--- src/rtl/btfe_pkg.sv ---
// Shared types and constants for the biphase track frame encoder.
// Used by every module in rtl/; depends on nothing else.
`default_nettype none

package btfe_pkg;

    // Field widths.
    localparam int unsigned DUR_W      = 15;
    localparam int unsigned RUN_W      = 4;
    localparam int unsigned CELL_IDX_W = 3;

    // Defaults for the top-level parameters.
    localparam int unsigned STUFF_RUN_DEF   = 8;
    localparam int unsigned QUEUE_DEPTH_DEF = 4;

    // Reset value of the half-cell duration register.
    localparam logic [DUR_W-1:0] HALF_CELL_RESET = 15'd50;

    // Index of the final cell of each command.
    localparam logic [CELL_IDX_W-1:0] SYNC_LAST_IDX  = 3'd4;
    localparam logic [CELL_IDX_W-1:0] STUFF_LAST_IDX = 3'd1;
    localparam logic [CELL_IDX_W-1:0] SINGLE_IDX     = 3'd0;

    // Input item on the s_ channel.
    typedef struct packed {
        logic mode;
        logic bit_value;
    } in_item_t;

    // One bit cell on the m_ channel.
    typedef struct packed {
        logic             first_level;
        logic             second_level;
        logic [DUR_W-1:0] half_duration;
        logic             last_cell;
    } out_cell_t;

    // Classified work for the cell generator.
    typedef enum logic [1:0] {
        CMD_SYNC  = 2'd0,
        CMD_ZERO  = 2'd1,
        CMD_ONE   = 2'd2,
        CMD_STUFF = 2'd3
    } cmd_kind_t;

    // A command carries its kind and the line level before it.
    typedef struct packed {
        cmd_kind_t kind;
        logic      level;
    } cmd_t;

endpackage

`default_nettype wire

--- src/rtl/btfe_front.sv ---
// Front end: accepts input transactions, tracks line level and the ones run,
// and issues one command per item. Depends on btfe_pkg.
`default_nettype none

module btfe_front #(
    parameter int unsigned STUFF_RUN = btfe_pkg::STUFF_RUN_DEF
) (
    input  wire logic              aclk,
    input  wire logic              aresetn,
    input  wire logic              s_valid,
    output logic                   s_ready,
    input  wire btfe_pkg::in_item_t s_data,
    input  wire logic              q_full,
    output logic                   q_push,
    output btfe_pkg::cmd_t         q_cmd
);

    localparam logic [btfe_pkg::RUN_W-1:0] STUFF_RUN_C = btfe_pkg::RUN_W'(STUFF_RUN);

    logic                         line_level_reg, line_level_next;
    logic [btfe_pkg::RUN_W-1:0]   ones_run_reg, ones_run_next;
    logic [btfe_pkg::RUN_W-1:0]   run_inc;

    assign s_ready = !q_full;
    assign q_push  = s_valid && s_ready;
    assign run_inc = ones_run_reg + 1'b1;

    // Classify the item and work out the state it leaves behind.
    always_comb begin
        q_cmd.level     = line_level_reg;
        q_cmd.kind      = btfe_pkg::CMD_SYNC;
        line_level_next = line_level_reg;
        ones_run_next   = '0;
        if (!s_data.mode) begin
            q_cmd.kind = btfe_pkg::CMD_SYNC;
        end else if (!s_data.bit_value) begin
            q_cmd.kind      = btfe_pkg::CMD_ZERO;
            line_level_next = !line_level_reg;
        end else if (run_inc >= STUFF_RUN_C) begin
            q_cmd.kind      = btfe_pkg::CMD_STUFF;
            line_level_next = !line_level_reg;
        end else begin
            q_cmd.kind    = btfe_pkg::CMD_ONE;
            ones_run_next = run_inc;
        end
    end

    // State advances on every accepted transaction.
    always_ff @(posedge aclk) begin
        if (!aresetn) begin
            line_level_reg <= 1'b0;
            ones_run_reg   <= '0;
        end else if (q_push) begin
            line_level_reg <= line_level_next;
            ones_run_reg   <= ones_run_next;
        end
    end

endmodule

`default_nettype wire

--- src/rtl/btfe_queue.sv ---
// Small command queue between the front end and the cell generator.
// Depends on btfe_pkg for the command type.
`default_nettype none

module btfe_queue #(
    parameter int unsigned DEPTH = btfe_pkg::QUEUE_DEPTH_DEF
) (
    input  wire logic           aclk,
    input  wire logic           aresetn,
    input  wire logic           push,
    input  wire btfe_pkg::cmd_t push_cmd,
    input  wire logic           pop,
    output logic                full,
    output logic                empty,
    output btfe_pkg::cmd_t      head_cmd
);

    localparam int unsigned PTR_W = (DEPTH > 1) ? $clog2(DEPTH) : 1;
    localparam int unsigned CNT_W = $clog2(DEPTH + 1);
    localparam logic [PTR_W-1:0] LAST_PTR = PTR_W'(DEPTH - 1);
    localparam logic [CNT_W-1:0] DEPTH_C  = CNT_W'(DEPTH);

    btfe_pkg::cmd_t     mem [DEPTH];
    logic [PTR_W-1:0]   wr_ptr_reg, wr_ptr_next;
    logic [PTR_W-1:0]   rd_ptr_reg, rd_ptr_next;
    logic [CNT_W-1:0]   count_reg, count_next;

    assign full     = (count_reg == DEPTH_C);
    assign empty    = (count_reg == '0);
    assign head_cmd = mem[rd_ptr_reg];

    // Pointer wrap and occupancy.
    always_comb begin
        wr_ptr_next = wr_ptr_reg;
        rd_ptr_next = rd_ptr_reg;
        count_next  = count_reg;
        if (push) begin
            wr_ptr_next = (wr_ptr_reg == LAST_PTR) ? '0 : wr_ptr_reg + 1'b1;
        end
        if (pop) begin
            rd_ptr_next = (rd_ptr_reg == LAST_PTR) ? '0 : rd_ptr_reg + 1'b1;
        end
        if (push && !pop) begin
            count_next = count_reg + 1'b1;
        end else if (pop && !push) begin
            count_next = count_reg - 1'b1;
        end
    end

    always_ff @(posedge aclk) begin
        if (!aresetn) begin
            wr_ptr_reg <= '0;
            rd_ptr_reg <= '0;
            count_reg  <= '0;
        end else begin
            wr_ptr_reg <= wr_ptr_next;
            rd_ptr_reg <= rd_ptr_next;
            count_reg  <= count_next;
        end
    end

    // Storage needs no reset.
    always_ff @(posedge aclk) begin
        if (push) begin
            mem[wr_ptr_reg] <= push_cmd;
        end
    end

endmodule

`default_nettype wire

--- src/rtl/btfe_back.sv ---
// Cell generator: expands each queued command into bit cells and holds
// them in the output register. Depends on btfe_pkg.
`default_nettype none

module btfe_back (
    input  wire logic                        aclk,
    input  wire logic                        aresetn,
    input  wire logic                        q_empty,
    input  wire btfe_pkg::cmd_t              head_cmd,
    output logic                             q_pop,
    input  wire logic [btfe_pkg::DUR_W-1:0]  half_cell_ticks,
    output logic                             m_valid,
    input  wire logic                        m_ready,
    output btfe_pkg::out_cell_t              m_data
);

    logic [btfe_pkg::CELL_IDX_W-1:0] idx_reg, idx_next;
    logic                            m_valid_reg, m_valid_next;
    btfe_pkg::out_cell_t             m_data_reg;
    btfe_pkg::out_cell_t             cur_cell;
    logic [btfe_pkg::CELL_IDX_W-1:0] last_idx;
    logic                            lv, nlv;
    logic                            advance, load;

    assign lv  = head_cmd.level;
    assign nlv = !head_cmd.level;

    // Levels of the current cell from the command and the cell index.
    always_comb begin
        cur_cell.first_level   = nlv;
        cur_cell.second_level  = nlv;
        cur_cell.half_duration = half_cell_ticks;
        last_idx               = btfe_pkg::SINGLE_IDX;
        unique case (head_cmd.kind)
            btfe_pkg::CMD_SYNC: begin
                last_idx = btfe_pkg::SYNC_LAST_IDX;
                case (idx_reg)
                    3'd0: begin
                        cur_cell.first_level  = nlv;
                        cur_cell.second_level = nlv;
                    end
                    3'd1, 3'd3: begin
                        cur_cell.first_level  = lv;
                        cur_cell.second_level = nlv;
                    end
                    3'd2: begin
                        cur_cell.first_level  = nlv;
                        cur_cell.second_level = lv;
                    end
                    default: begin
                        cur_cell.first_level  = lv;
                        cur_cell.second_level = lv;
                    end
                endcase
            end
            btfe_pkg::CMD_ZERO: begin
                last_idx = btfe_pkg::SINGLE_IDX;
            end
            btfe_pkg::CMD_ONE: begin
                last_idx              = btfe_pkg::SINGLE_IDX;
                cur_cell.second_level = lv;
            end
            btfe_pkg::CMD_STUFF: begin
                // The data one first, then the stuffed zero.
                last_idx              = btfe_pkg::STUFF_LAST_IDX;
                cur_cell.second_level = (idx_reg == '0) ? lv : nlv;
            end
            default: begin
                last_idx = btfe_pkg::SINGLE_IDX;
            end
        endcase
        cur_cell.last_cell = (idx_reg == last_idx);
    end

    // One cell per cycle whenever the output register is free or draining and the queue holds a command.
    assign advance = !m_valid_reg || m_ready;
    assign load    = advance && !q_empty;
    assign q_pop   = load && cur_cell.last_cell;

    always_comb begin
        idx_next     = idx_reg;
        m_valid_next = m_valid_reg;
        if (advance) begin
            m_valid_next = !q_empty;
        end
        if (load) begin
            idx_next = cur_cell.last_cell ? '0 : idx_reg + 1'b1;
        end
    end

    always_ff @(posedge aclk) begin
        if (!aresetn) begin
            idx_reg     <= '0;
            m_valid_reg <= 1'b0;
        end else begin
            idx_reg     <= idx_next;
            m_valid_reg <= m_valid_next;
        end
    end

    always_ff @(posedge aclk) begin
        if (load) begin
            m_data_reg <= cur_cell;
        end
    end

    assign m_valid = m_valid_reg;
    assign m_data  = m_data_reg;

endmodule

`default_nettype wire

--- src/rtl/biphase_track_frame_encoder.sv ---
// Top level of the biphase track frame encoder with bit stuffing.
// Instantiates btfe_front, btfe_queue and btfe_back; depends on btfe_pkg.
//
// Each input transaction is a frame start (mode 0) or one data bit (mode 1)
// and yields five, one or two bit cells on the m_ channel, one cell per
// transaction there; the final cell of an item has last_cell set. The front
// end classifies an item in the cycle it is accepted and takes a new one
// every cycle while the command queue (QUEUE_DEPTH entries) has room. The
// cell generator behind the queue emits one cell per clock through its
// output register while m_ready does not stall it, so the sustained rate is
// one cell per cycle. When the path is empty, an accepted item passes
// through the command queue and then the output register before its first
// cell is presented. half_cell_ticks is written through cfg_we/cfg_wdata,
// resets to 50, and should be changed only while no cells are pending.
`default_nettype none

module biphase_track_frame_encoder #(
    parameter int unsigned STUFF_RUN   = btfe_pkg::STUFF_RUN_DEF,
    parameter int unsigned QUEUE_DEPTH = btfe_pkg::QUEUE_DEPTH_DEF
) (
    input  wire logic                        aclk,
    input  wire logic                        aresetn,
    input  wire logic                        s_valid,
    output logic                             s_ready,
    input  wire btfe_pkg::in_item_t          s_data,
    output logic                             m_valid,
    input  wire logic                        m_ready,
    output btfe_pkg::out_cell_t              m_data,
    input  wire logic                        cfg_we,
    input  wire logic [btfe_pkg::DUR_W-1:0]  cfg_wdata
);

    logic [btfe_pkg::DUR_W-1:0] half_cell_ticks_reg;
    logic                       q_full, q_empty, q_push, q_pop;
    btfe_pkg::cmd_t             push_cmd, head_cmd;

    // Half-cell duration register.
    always_ff @(posedge aclk) begin
        if (!aresetn) begin
            half_cell_ticks_reg <= btfe_pkg::HALF_CELL_RESET;
        end else if (cfg_we) begin
            half_cell_ticks_reg <= cfg_wdata;
        end
    end

    btfe_front #(
        .STUFF_RUN (STUFF_RUN)
    ) u_front (
        .aclk    (aclk),
        .aresetn (aresetn),
        .s_valid (s_valid),
        .s_ready (s_ready),
        .s_data  (s_data),
        .q_full  (q_full),
        .q_push  (q_push),
        .q_cmd   (push_cmd)
    );

    btfe_queue #(
        .DEPTH (QUEUE_DEPTH)
    ) u_queue (
        .aclk     (aclk),
        .aresetn  (aresetn),
        .push     (q_push),
        .push_cmd (push_cmd),
        .pop      (q_pop),
        .full     (q_full),
        .empty    (q_empty),
        .head_cmd (head_cmd)
    );

    btfe_back u_back (
        .aclk            (aclk),
        .aresetn         (aresetn),
        .q_empty         (q_empty),
        .head_cmd        (head_cmd),
        .q_pop           (q_pop),
        .half_cell_ticks (half_cell_ticks_reg),
        .m_valid         (m_valid),
        .m_ready         (m_ready),
        .m_data          (m_data)
    );

endmodule

`default_nettype wire
--- config.mk ---
export PLATFORM = sky130hd
export DESIGN_NAME = biphase_track_frame_encoder
export DESIGN_NICKNAME = d
export VERILOG_FILES = /design/src/rtl/btfe_pkg.sv /design/src/rtl/btfe_front.sv /design/src/rtl/btfe_queue.sv /design/src/rtl/btfe_back.sv /design/src/rtl/biphase_track_frame_encoder.sv
export SDC_FILE = /design/constraint.sdc
export NUM_CORES = 1
export LEC_CHECK = 0
export ABC_CLOCK_PERIOD_IN_PS = 5000
export BUFFER_PORTS_ARGS = -buffer_cell sky130_fd_sc_hd__buf_4
export CAP_MARGIN = 10
export CELL_PAD_IN_SITES_DETAIL_PLACEMENT = 1
export CELL_PAD_IN_SITES_GLOBAL_PLACEMENT = 2
export CORE_UTILIZATION = 30
export DETAILED_ROUTE_END_ITERATION = 16
export PLACE_DENSITY_LB_ADDON = 0.12
export SLEW_MARGIN = 10
export SYNTH_ARGS = -nofsm -noshare
export SYNTH_HDL_FRONTEND = slang
export SYNTH_SLANG_ARGS = --single-unit
export TNS_END_PERCENT = 100
--- constraint.sdc ---
create_clock -name aclk -period 5 [get_ports aclk]
set_input_delay 0.75 -clock aclk [delete_from_list [all_inputs] [get_ports aclk]]
set_output_delay 0.75 -clock aclk [all_outputs]
set_load 0.05 [all_outputs]
==> flow_summary_export.csv <==
group,metric,value,unit
outcome,outcome,"complete, no violations",
grt,met2_usage,19.4,%
yosys,synth_common_cells,"dfxtp_1, edfxtp_1, nand2_1",
timing,setup_viol,0,
timing,slew_violations,0,
timing,rsz0062_at_grt,"false",
timing,tightest_slew,0.407,ns
floorplanning,die_h,95.8,microns
worst_hold_path,worst_hold_path_type,"reg -> reg",
floorplanning,die_width,95.8,microns
clock_network,clock_path_buffers,2,
place,io_buffers,41,
critical_path,crit_arrival,3.22,ns
timing,final.setup.tns,0,ns
timing,post-route-period-util,59.2,%
critical_path,critPathKind,"reg -> reg",
timing,maxSlewHeadroom,72.8,%
grt,gr-usage-met1,14.4,%
final_layout,drive_gt1_share,23.3,%
drt,drt-wirelength-per-cell,13.3,microns
timing,finClkSkew,0.00762,ns
yosys,yosys.area.top_type_share,34.1,%
grt,grt_max_degree,31,
clock_network,cts_root_buffer,"clkbuf_8",
job,max-cap-violations,0,
yosys,yosysSeqAreaShare,59.2,%
clock_network,cts_sinks,63,
grt,grtUsageTotal,12.1,%
clock_network,clkSlewWorstSetupHoldPaths,0.07,ns
clock_network,holdBufCountCts,0,
clock_network,cts.repair.resized,0,
final_layout,area_delta_synth_final,24.8,%
timing,layout_min_cycle_time,2.96,ns
power_and_ir_drop,total_power,2.05,mW
yosys,synth_area,2640,sq um
timing,max_freq,338,MHz
critical_path,cp-endpoint,"u_queue.count_reg[2]$_SDFFE_PN0P_",
yosys,synth_area_leaders,"edfxtp_1, dfxtp_1, mux2i_1",
grt,antenna_found_initial,0,
place,place_area,3060,sq um
critical_path,r2r_end,"u_queue.count_reg[2]$_SDFFE_PN0P_",
power_and_ir_drop,irDropWorstVdd,0.000274,V
clock_network,cts_tree,"done",
drt,ant_nets,0,
floorplanning,row_count,33,
yosys,yosysMostFrequentCell,"dfxtp_1",
critical_path,end_kind,"flip-flop",
grt,grt_pass1_vias,1694,
drt,drc,0,
clock_network,tritoncts.num_buffers,9,
yosys,ys_types,34,
timing,hold_viol_final,0,
grt,use_met3,4.42,%
yosys,synth-seq-cells,63,
yosys,synth-edff-count,30,
floorplanning,ios,42,
critical_path,crit_fanout,9,
yosys,synth_ff_type,"dfxtp_1",
grt,grt_most_used_layer,"met2",
power_and_ir_drop,static-leakage-power,1.32,nW
clock_network,postCtsSetupBuffers,0,
place,hpwlAfterDp,3400,microns
grt,grt_pass1_wl,8120,microns
floorplanning,dieArea,9170,sq um
yosys,synthCells,220,
yosys,avgSynthCellArea,12.0,sq um
critical_path,rrSetupSlack,2.04,ns
grt,grt.overflow.total,0,
place,place.gp.congestion,0.746,
yosys,synth_warnings,0,
yosys,yosysTopAreaCell,"edfxtp_1",
final_layout,nets,299,
critical_path,rr_worst_depth,11,
yosys,synthArstFlopShare,0,%
floorplanning,start_util,31.5,%
power_and_ir_drop,power_density,621,nW/um^2
critical_path,cp-start-kind,"flip-flop",
floorplanning,coreArea,8380,sq um
clock_network,insertion_delay,0.33,ns
final_layout,final_cell_area,3290,sq um
drt,dr.pass1.iters,4,
drt,drt-total-wl,4980,microns
drt,drt-initial-drc-count,49,
drt,num_vias,1695,
clock_network,htreeDepth,3,
critical_path,required,5.26,ns
drt,viasPerCell,4.52,
final_layout,largest_reg_flops,18,
yosys,syn_nets,254,
final_layout,diodes,0,
## critical path: stages (launching register included)
cell      delay, ns
dfxtp_1        0.41
mux4_2         0.64
xor2_1         0.22
o211ai_2       0.21
a21boi_2       0.12
inv_1          0.07
ha_1           0.17
inv_1          0.06
fa_1           0.37
xor2_1         0.18
or3_1          0.30
a21boi_0       0.15
## power breakdown
part / total, mW / internal [mW] / switching, mW / leakage (nW)
Clock: 0.505 / 0.312 / 0.192 / 0.112
Combinational: 0.790 / 0.277 / 0.513 / 0.655
Sequential: 0.751 / 0.682 / 0.0684 / 0.558
## stage by stage
| stage | hold slack [ns] | setup WS [ns] | instances | utilization, % |
|---|---|---|---|---|
| global route | 0.440 | 1.83 | 375 | 39.3 |
| detailed placement | 0.416 | 2.03 | 359 | 36.5 |
| global placement | 0.409 | 2.09 | 359 | 36.5 |
| finish | 0.434 | 2.04 | 375 | 39.3 |
| floorplan | 0.408 | 1.62 | 220 | - |
| CTS | 0.434 | 2.02 | 375 | 39.3 |
## final cells by class
class / instances / area [sq um]
Clock buffer: 12 / 156
Timing Repair Buffer: 42 / 315
Fill cell: 945 / 5090
Multi-Input combinational cell: 138 / 1010
Sequential cell: 63 / 1560
Clock inverter: 4 / 76.3
Inverter: 11 / 41.3
Tap cell: 105 / 131
## how the worst min path moves through the flow
stage / start / end / slack [ns] / cells past startpoint
floorplan: half_cell_ticks_reg[9]$_SDFFE_PN0P_ / u_back.m_data[10]$_DFFE_PN_ / 0.41 / 0
global route: half_cell_ticks_reg[5]$_SDFFE_PN1P_ / u_back.m_data[6]$_DFFE_PN_ / 0.44 / 0
CTS: half_cell_ticks_reg[9]$_SDFFE_PN0P_ / u_back.m_data[10]$_DFFE_PN_ / 0.43 / 0
global placement: half_cell_ticks_reg[14]$_SDFFE_PN0P_ / u_back.m_data[15]$_DFFE_PN_ / 0.41 / 0
detailed placement: half_cell_ticks_reg[2]$_SDFFE_PN0P_ / u_back.m_data[3]$_DFFE_PN_ / 0.42 / 0
finish: half_cell_ticks_reg[0]$_SDFFE_PN0P_ / u_back.m_data[1]$_DFFE_PN_ / 0.43 / 0
## cells in the final DEF, fill, tap and decap left out, types with 9 or more instances in the layout
cell type and count:
nor2_1 12, nor2b_1 15, inv_1 11, clkbuf_8 9, nand2_1 23, ha_1 11
mux2i_1 18, dfxtp_1 33, buf_4 42, edfxtp_1 30
## kinds of logic after synthesis
family | Yosys count | share of synthesized area [%]
fa+ha+maj | 12 | 5.97
simple gates | 73 | 14.2
flops | 63 | 59.2
mux | 21 | 9.53
xor+xnor | 8 | 2.66
compound gates | 24 | 5.79
buf+inv | 19 | 2.70
## per-layer routing
layer	wire length [microns]	vias up
met4	84	0
met3	197	8
met1	2320	806
met5	0	-
met2	2380	29
li1	-	852
Power figures use the tool's default switching activity.
